--- src/design/bpa_pkg.sv ---
`default_nettype none

package bpa_pkg;

  localparam int BLOCK_BYTES = 64;
  localparam int BLK_SHIFT   = $clog2(BLOCK_BYTES);

  localparam int OP_W   = 2;
  localparam int SIZE_W = 17;
  localparam int OFFS_W = 16;
  localparam int FREE_W = 17;
  localparam int STAT_W = 2;
  localparam int POOL_W = 11;
  localparam int NEED_W = SIZE_W - BLK_SHIFT + 1;

  localparam logic [POOL_W-1:0] POOL_RESET = 11'd1024;

  localparam logic [OP_W-1:0] OP_ALLOC = 2'd0;
  localparam logic [OP_W-1:0] OP_FREE  = 2'd1;
  localparam logic [OP_W-1:0] OP_QUERY = 2'd2;

  localparam logic [STAT_W-1:0] ST_OK      = 2'd0;
  localparam logic [STAT_W-1:0] ST_INVALID = 2'd1;
  localparam logic [STAT_W-1:0] ST_NO_ROOM = 2'd2;

  typedef struct packed {
    logic [OP_W-1:0]   op;
    logic [SIZE_W-1:0] size_bytes;
    logic [OFFS_W-1:0] byte_offset;
  } req_t;

  typedef struct packed {
    logic [STAT_W-1:0] status;
    logic [OFFS_W-1:0] offset_out;
    logic [FREE_W-1:0] free_bytes;
  } res_t;

endpackage

`default_nettype wire

--- src/design/bpa_ctrl.sv ---
`default_nettype none

module bpa_ctrl #(
  parameter int MAX_BLOCKS = 1024,
  parameter int TAG_BITS   = 16,
  localparam int IDX_W = $clog2(MAX_BLOCKS),
  localparam int CNT_W = $clog2(MAX_BLOCKS + 1),
  localparam int ENT_W = TAG_BITS + 1
) (
  input  logic              clk,
  input  logic              rst_n,
  input  logic              req_valid,
  output logic              req_ready,
  input  bpa_pkg::req_t     req,
  input  logic [CNT_W-1:0]  n_blocks,
  output logic              res_valid,
  input  logic              res_ready,
  output bpa_pkg::res_t     res,
  output logic              ram_we,
  output logic [IDX_W-1:0]  ram_waddr,
  output logic [ENT_W-1:0]  ram_wdata,
  output logic              ram_re,
  output logic [IDX_W-1:0]  ram_raddr,
  input  logic [ENT_W-1:0]  ram_rdata
);

  import bpa_pkg::*;

  typedef enum logic [7:0] {
    S_CLEAR = 8'b0000_0001,
    S_IDLE  = 8'b0000_0010,
    S_ASCAN = 8'b0000_0100,
    S_AFILL = 8'b0000_1000,
    S_FSCAN = 8'b0001_0000,
    S_QSCAN = 8'b0010_0000,
    S_DONE  = 8'b0100_0000
  } state_t;

  state_t              state_r, state_nxt;
  logic [CNT_W-1:0]    addr_r, addr_nxt;
  logic                pend_r, pend_nxt;
  logic [IDX_W-1:0]    pend_idx_r, pend_idx_nxt;
  logic [NEED_W-1:0]   run_r, run_nxt;
  logic [IDX_W-1:0]    run_start_r, run_start_nxt;
  logic [NEED_W-1:0]   need_r, need_nxt;
  logic [TAG_BITS-1:0] tag_r, tag_nxt;
  logic                first_r, first_nxt;
  logic [CNT_W-1:0]    cnt_r, cnt_nxt;
  logic [TAG_BITS-1:0] next_tag_r, next_tag_nxt;
  res_t                res_r, res_nxt;

  logic [SIZE_W:0]       size_rnd;
  logic [NEED_W-1:0]     need;
  logic [OFFS_W-BLK_SHIFT-1:0] free_idx;
  logic                  blk_in_pool;
  logic                  issue;
  logic                  rd_free;
  logic [TAG_BITS-1:0]   rd_tag;
  logic [IDX_W-1:0]      start_c;

  assign size_rnd    = {1'b0, req.size_bytes} + (SIZE_W + 1)'(BLOCK_BYTES - 1);
  assign need        = size_rnd[SIZE_W -: NEED_W];
  assign free_idx    = req.byte_offset[OFFS_W-1:BLK_SHIFT];
  assign blk_in_pool = 32'(free_idx) < 32'(n_blocks);
  assign issue       = addr_r < n_blocks;
  assign rd_free     = ram_rdata[TAG_BITS];
  assign rd_tag      = ram_rdata[TAG_BITS-1:0];
  assign start_c     = (run_r == '0) ? pend_idx_r : run_start_r;

  assign req_ready = (state_r == S_IDLE);
  assign res_valid = (state_r == S_DONE);
  assign res       = res_r;

  always_comb begin
    state_nxt     = state_r;
    addr_nxt      = addr_r;
    pend_nxt      = 1'b0;
    pend_idx_nxt  = addr_r[IDX_W-1:0];
    run_nxt       = run_r;
    run_start_nxt = run_start_r;
    need_nxt      = need_r;
    tag_nxt       = tag_r;
    first_nxt     = first_r;
    cnt_nxt       = cnt_r;
    next_tag_nxt  = next_tag_r;
    res_nxt       = res_r;
    ram_we        = 1'b0;
    ram_waddr     = pend_idx_r;
    ram_wdata     = {1'b1, rd_tag};
    ram_re        = 1'b0;
    ram_raddr     = addr_r[IDX_W-1:0];

    unique case (state_r)
      S_CLEAR: begin
        ram_we    = 1'b1;
        ram_waddr = addr_r[IDX_W-1:0];
        ram_wdata = {1'b1, {TAG_BITS{1'b0}}};
        addr_nxt  = addr_r + CNT_W'(1);
        if (addr_r[IDX_W-1:0] == IDX_W'(MAX_BLOCKS - 1)) begin
          addr_nxt  = '0;
          state_nxt = S_IDLE;
        end
      end

      S_IDLE: begin
        if (req_valid) begin
          res_nxt        = '0;
          res_nxt.status = ST_INVALID;
          addr_nxt       = '0;
          run_nxt        = '0;
          cnt_nxt        = '0;
          first_nxt      = 1'b1;
          unique case (req.op)
            OP_ALLOC: begin
              if (need != '0) begin
                need_nxt  = need;
                state_nxt = S_ASCAN;
              end else begin
                state_nxt = S_DONE;
              end
            end
            OP_FREE: begin
              if (req.byte_offset[BLK_SHIFT-1:0] == '0 && blk_in_pool) begin
                res_nxt.status = ST_OK;
                addr_nxt       = CNT_W'(free_idx);
                state_nxt      = S_FSCAN;
              end else begin
                state_nxt = S_DONE;
              end
            end
            OP_QUERY: state_nxt = S_QSCAN;
            default:  state_nxt = S_DONE;
          endcase
        end
      end

      S_ASCAN: begin
        if (pend_r && rd_free && (run_r + NEED_W'(1) == need_r)) begin
          run_start_nxt = start_c;
          addr_nxt      = CNT_W'(start_c);
          state_nxt     = S_AFILL;
        end else begin
          if (pend_r) begin
            if (rd_free) begin
              run_nxt       = run_r + NEED_W'(1);
              run_start_nxt = start_c;
            end else begin
              run_nxt = '0;
            end
          end
          if (issue) begin
            ram_re   = 1'b1;
            pend_nxt = 1'b1;
            addr_nxt = addr_r + CNT_W'(1);
          end else if (!pend_r) begin
            res_nxt.status = ST_NO_ROOM;
            state_nxt      = S_DONE;
          end
        end
      end

      S_AFILL: begin
        ram_we    = 1'b1;
        ram_waddr = addr_r[IDX_W-1:0];
        ram_wdata = {1'b0, next_tag_r};
        addr_nxt  = addr_r + CNT_W'(1);
        need_nxt  = need_r - NEED_W'(1);
        if (need_r == NEED_W'(1)) begin
          next_tag_nxt       = next_tag_r + TAG_BITS'(1);
          res_nxt.status     = ST_OK;
          res_nxt.offset_out = OFFS_W'({run_start_r, {BLK_SHIFT{1'b0}}});
          state_nxt          = S_DONE;
        end
      end

      S_FSCAN: begin
        if (pend_r && (rd_free || (!first_r && rd_tag != tag_r))) begin
          state_nxt = S_DONE;
        end else begin
          if (pend_r) begin
            ram_we    = 1'b1;
            first_nxt = 1'b0;
            if (first_r) begin
              tag_nxt = rd_tag;
            end
          end
          if (issue) begin
            ram_re   = 1'b1;
            pend_nxt = 1'b1;
            addr_nxt = addr_r + CNT_W'(1);
          end else if (!pend_r) begin
            state_nxt = S_DONE;
          end
        end
      end

      S_QSCAN: begin
        if (pend_r && rd_free) begin
          cnt_nxt = cnt_r + CNT_W'(1);
        end
        if (issue) begin
          ram_re   = 1'b1;
          pend_nxt = 1'b1;
          addr_nxt = addr_r + CNT_W'(1);
        end else if (!pend_r) begin
          res_nxt.status     = ST_OK;
          res_nxt.free_bytes = FREE_W'({cnt_r, {BLK_SHIFT{1'b0}}});
          state_nxt          = S_DONE;
        end
      end

      S_DONE: begin
        if (res_ready) begin
          state_nxt = S_IDLE;
        end
      end

      default: state_nxt = S_CLEAR;
    endcase
  end

  always_ff @(posedge clk) begin
    if (!rst_n) begin
      state_r    <= S_CLEAR;
      addr_r     <= '0;
      pend_r     <= 1'b0;
      next_tag_r <= '0;
    end else begin
      state_r    <= state_nxt;
      addr_r     <= addr_nxt;
      pend_r     <= pend_nxt;
      next_tag_r <= next_tag_nxt;
    end
  end

  always_ff @(posedge clk) begin
    pend_idx_r  <= pend_idx_nxt;
    run_r       <= run_nxt;
    run_start_r <= run_start_nxt;
    need_r      <= need_nxt;
    tag_r       <= tag_nxt;
    first_r     <= first_nxt;
    cnt_r       <= cnt_nxt;
    res_r       <= res_nxt;
  end

  a_no_rw_clash: assert property (@(posedge clk) disable iff (!rst_n)
    ram_we && ram_re |-> ram_waddr != ram_raddr)
    else $error("read and write hit the same block");

  a_read_in_pool: assert property (@(posedge clk) disable iff (!rst_n)
    ram_re |-> 32'(ram_raddr) < 32'(n_blocks))
    else $error("scan read beyond pool end");

  a_tag_only_on_fill: assert property (@(posedge clk) disable iff (!rst_n)
    state_r != S_AFILL |=> $stable(next_tag_r))
    else $error("tag counter moved outside a fill");

  a_accept_leaves_idle: assert property (@(posedge clk) disable iff (!rst_n)
    req_valid && req_ready |=> state_r != S_IDLE)
    else $error("request accepted but sequencer stayed idle");

endmodule

`default_nettype wire

--- config.mk ---
export PLATFORM = sky130hd
export DESIGN_NAME = bpa_ctrl
export DESIGN_NICKNAME = d
export VERILOG_FILES = /design/src/design/bpa_pkg.sv /design/src/design/bpa_ctrl.sv
export SDC_FILE = /design/constraint.sdc
export NUM_CORES = 1
export LEC_CHECK = 0
export ABC_CLOCK_PERIOD_IN_PS = 4000
export BUFFER_PORTS_ARGS = -buffer_cell sky130_fd_sc_hd__buf_2
export CAP_MARGIN = 20
export CORE_UTILIZATION = 40
export DETAILED_ROUTE_END_ITERATION = 16
export HOLD_SLACK_MARGIN = 0.02
export PLACE_DENSITY = 0.7
export SETUP_SLACK_MARGIN = 0.05
export SLEW_MARGIN = 15
export SYNTH_ARGS = -nofsm -noshare
export SYNTH_HDL_FRONTEND = slang
export SYNTH_SLANG_ARGS = --single-unit
export TNS_END_PERCENT = 1
--- constraint.sdc ---
create_clock -name clk -period 4 [get_ports clk]
set_input_delay 0.2 -clock clk [delete_from_list [all_inputs] [get_ports clk]]
set_output_delay 0.2 -clock clk [all_outputs]
set_load 0.02 [all_outputs]
==> results.py <==
metrics = {
    "worst_setup_path": {
        "crit_buf_inv": 1,
        "cpPeakStageDelay_ns": 0.61,
        "cp_top_family": "simple AND/OR/NAND/NOR gates",
        "path_cells": "ha_1, xor3_1, nor4_2, nand4_1, nor4bb_1, and3_2, o211ai_1, and2_1, buf_2",
        "critPathMaxFanout": 6,
        "cp_data_arrival_time_ns": 3.24,
        "start_kind": "flip-flop",
        "critPathKind": "reg2out",
        "r2r_slack_ns": 0.85,
        "worstSetupEndpointType": "output pin",
        "critPathSlowestCell": "nor4bb_1",
        "crit_required_ns": 3.80,
    },
    "sta": {
        "drv_slew": 0,
        "relSlewSlack": 0.399,
        "fin_skew_ns": 0.0123,
        "tightest_slew_ns": 0.898,
        "setup-violations-final": 0,
        "fmax_mhz": 291,
        "setup-tns-final_ns": 0,
        "rsz0062_at_grt": "false",
        "min_period_ns": 3.44,
        "fin_crit_sh": 0.859,
        "hold_viol_final": 0,
        "setup_ws_ns": 0.563,
    },
    "grt": {
        "grt_max_degree": 35,
        "antenna_found_initial": 0,
        "track_usage": 0.194,
        "first_global_vias": 6209,
        "grt_overflow": 0,
        "grt_pass1_wl_um": 30700,
    },
    "yosys": {
        "synth_edf_count": 85,
        "synthFlopType": "edfxtp_1",
        "syn_area_per_cell_sq_um": 9.72,
        "yosys.cell_types.count": 78,
        "netlist.area_leader.share": 0.321,
        "yosysSeqAreaShare": 0.436,
        "synth_most_common_cell": "nand2_1",
        "synth_area_sq_um": 7960,
        "async_flop_share": 0,
        "synth-seq-cells": 131,
        "synth_area_leaders": "edfxtp_1 32%, dfxtp_1 12%, xor2_1 5.3%",
        "yosys.area.top_type": "edfxtp_1",
        "synth_common_cells": "93 x nand2_1, 85 x edfxtp_1, 68 x nor2_1",
        "synth_cells": 819,
        "yosys_warnings": 0,
    },
    "floorplan": {
        "core-area_sq_um": 19500,
        "initial_utilization": 0.409,
        "rows": 51,
        "die_area_sq_um": 20500,
        "boundaryPins": 143,
        "die-height_um": 143,
        "die_w_um": 143,
    },
    "routing": {
        "drt_iter0_markers": 397,
        "dr.max_layer_used": "met4",
        "wl_um": 19200,
        "m1WireLength_um": 8490,
        "wl_per_cell_um": 15.6,
        "dr_wl_met3_um": 1050,
        "drc": 0,
        "vias": 6482,
        "viasPerCell": 5.28,
        "ant_nets": 0,
        "drt_first_pass_iters": 5,
        "wl_met2_um": 9340,
    },
    "power": {
        "peakVddDrop_uv": 267,
        "p_leak_nw": 3.93,
        "powerDensity_nw_per_um2": 344,
    },
    "placement": {
        "place_ws_ns": 0.880,
        "finalWeightedCongestion": 0.887,
        "io_buffers": 130,
        "dpl.hpwl_um": 14100,
        "dp.cells": 1180,
    },
    "clock_tree": {
        "cts_buffers": 17,
        "post_cts_resized": 0,
        "clk_pin_slew_ns": 0.06,
        "cts_root_buf": "clkbuf_16",
        "htree_levels": 4,
        "cts_buffer_depth": 2,
        "cts_tree": "yes",
        "clock_latency_ns": 0.42,
        "clock_sinks": 131,
    },
    "cells_and_area": {
        "drive_above_1_share": 0.226,
        "finalNonFillerCells": 1227,
        "nFillCells": 1814,
        "final_nets": 1041,
        "area_growth_pct": 18.3,
    },
    "min_path": {
        "hold_path_class": "in2reg",
    },
    "job": {
        "cap_violations": 0,
    },
    "status": {
        "outcome": "completed",
    },
}
[cell type report]
type                    instances  area, sq um  share of cell area
repair buffers                155          873              0.0927
clock inverters                13          134              0.0142
inverters                      26         97.6              0.0104
diodes                          1         2.50            0.000266
flip-flops and latches        131         3470               0.369
multi-input cells             617         4070               0.432
well taps                     265          332              0.0352
clock buffers                  19          433              0.0460
[cells by family (layout without fill, tap and decap cells)]
family	Yosys count	after routing	synth area share
adder cells (fa/ha/maj)	26	26	0.0409
multiplexers	25	25	0.0347
other	1	14	0.000471
flip-flops	131	131	0.436
AND/OR/NAND/NOR	338	338	0.218
XOR/XNOR	86	86	0.101
AO/OA/AOI/OAI	129	129	0.110
buffers and inverters	83	213	0.0585
[layer usage]
metal | vias to the layer above | track usage
li1 | 3185 | -
met1 | 3058 | 0.245
met2 | 216 | 0.326
met3 | 23 | 0.0409
met4 | 0 | 0.0724
met5 | - | 0
[registers in the layout, summed over array words and instances, names as in the netlist]
| name | cells |
|---|---|
| res | 23 |
| next_tag_r | 16 |
| tag_r | 16 |
| need_r | 12 |
| run_r | 12 |
| addr_r | 11 |
| cnt_r | 11 |
| pend_idx_r | 10 |
| run_start_r | 10 |
| state_r | 8 |
| first_r | 1 |
| pend_r | 1 |
[stage by stage]
step	util	area, sq um	hold slack [ns]	power [mW]
final	0.484	9420	0.0418	3.24
after global routing	0.484	9420	0.0221	3.33
after CTS	0.484	9420	0.0205	3.25
after detailed placement	0.447	8710	0.426	1.76
after global placement	0.447	8710	0.424	1.75
after floorplan	-	8010	0.299	1.67
[cells in the final DEF (no fill, tap or decap), drive strengths merged, types with 4 or more instances in the layout]
master and count:
buf 141, nand2 93, edfxtp 85, nor2 69, nand3 52, xor2 48, dfxtp 46, xnor2 35
o21ai 32, inv 28, a21oi 27, ha 26, and2 26, mux2 21, clkbuf 19, and3 18
nor4 18, nor3 14, dlygate4sd3 14, conb 13, a31oi 10, a211oi 8, nand3b 6, a21o 6
nand4 6, or3 5, o31ai 5, clkinv 5, nor4b 4, nand2b 4, mux2i 4, o211ai 4
a221oi 4, clkinvlp 4, nor2b 4, nor3b 4
[timing repair]
action / 4_1_cts / 5_1_grt
setup buffers: 0 / 0
hold endpoints to repair: 14 / 0
setup endpoints to repair: 0 / 0
hold buffers: 14 / 0
[worst register-to-register path, cell delays in order, from the launching register on]
cell and delay (ns):
edfxtp_1 0.46, ha_1 0.29, xor3_1 0.45, nor4_2 0.13
nand4_1 0.12, nor4bb_1 0.61, and3_2 0.30, nor2_1 0.06
nand3_1 0.08, nand2_1 0.30
[path summary, 6_finish.rpt]
path              depth (start not counted)         start            end
setup / recovery                          9      run_r[0]         ram_re
hold / removal                            1  ram_rdata[3]       tag_r[3]
setup reg to reg                          9      run_r[0]      run_r[11]
hold reg to reg                           0     addr_r[1]  pend_idx_r[1]
[power by group]
group | internal [mW] | switching, mW | leakage, nW
combinational | 0.118 | 0.168 | 2.52
sequential | 1.44 | 0.0154 | 1.14
clock | 0.914 | 0.579 | 0.265
Power figures use the tool's default switching activity.
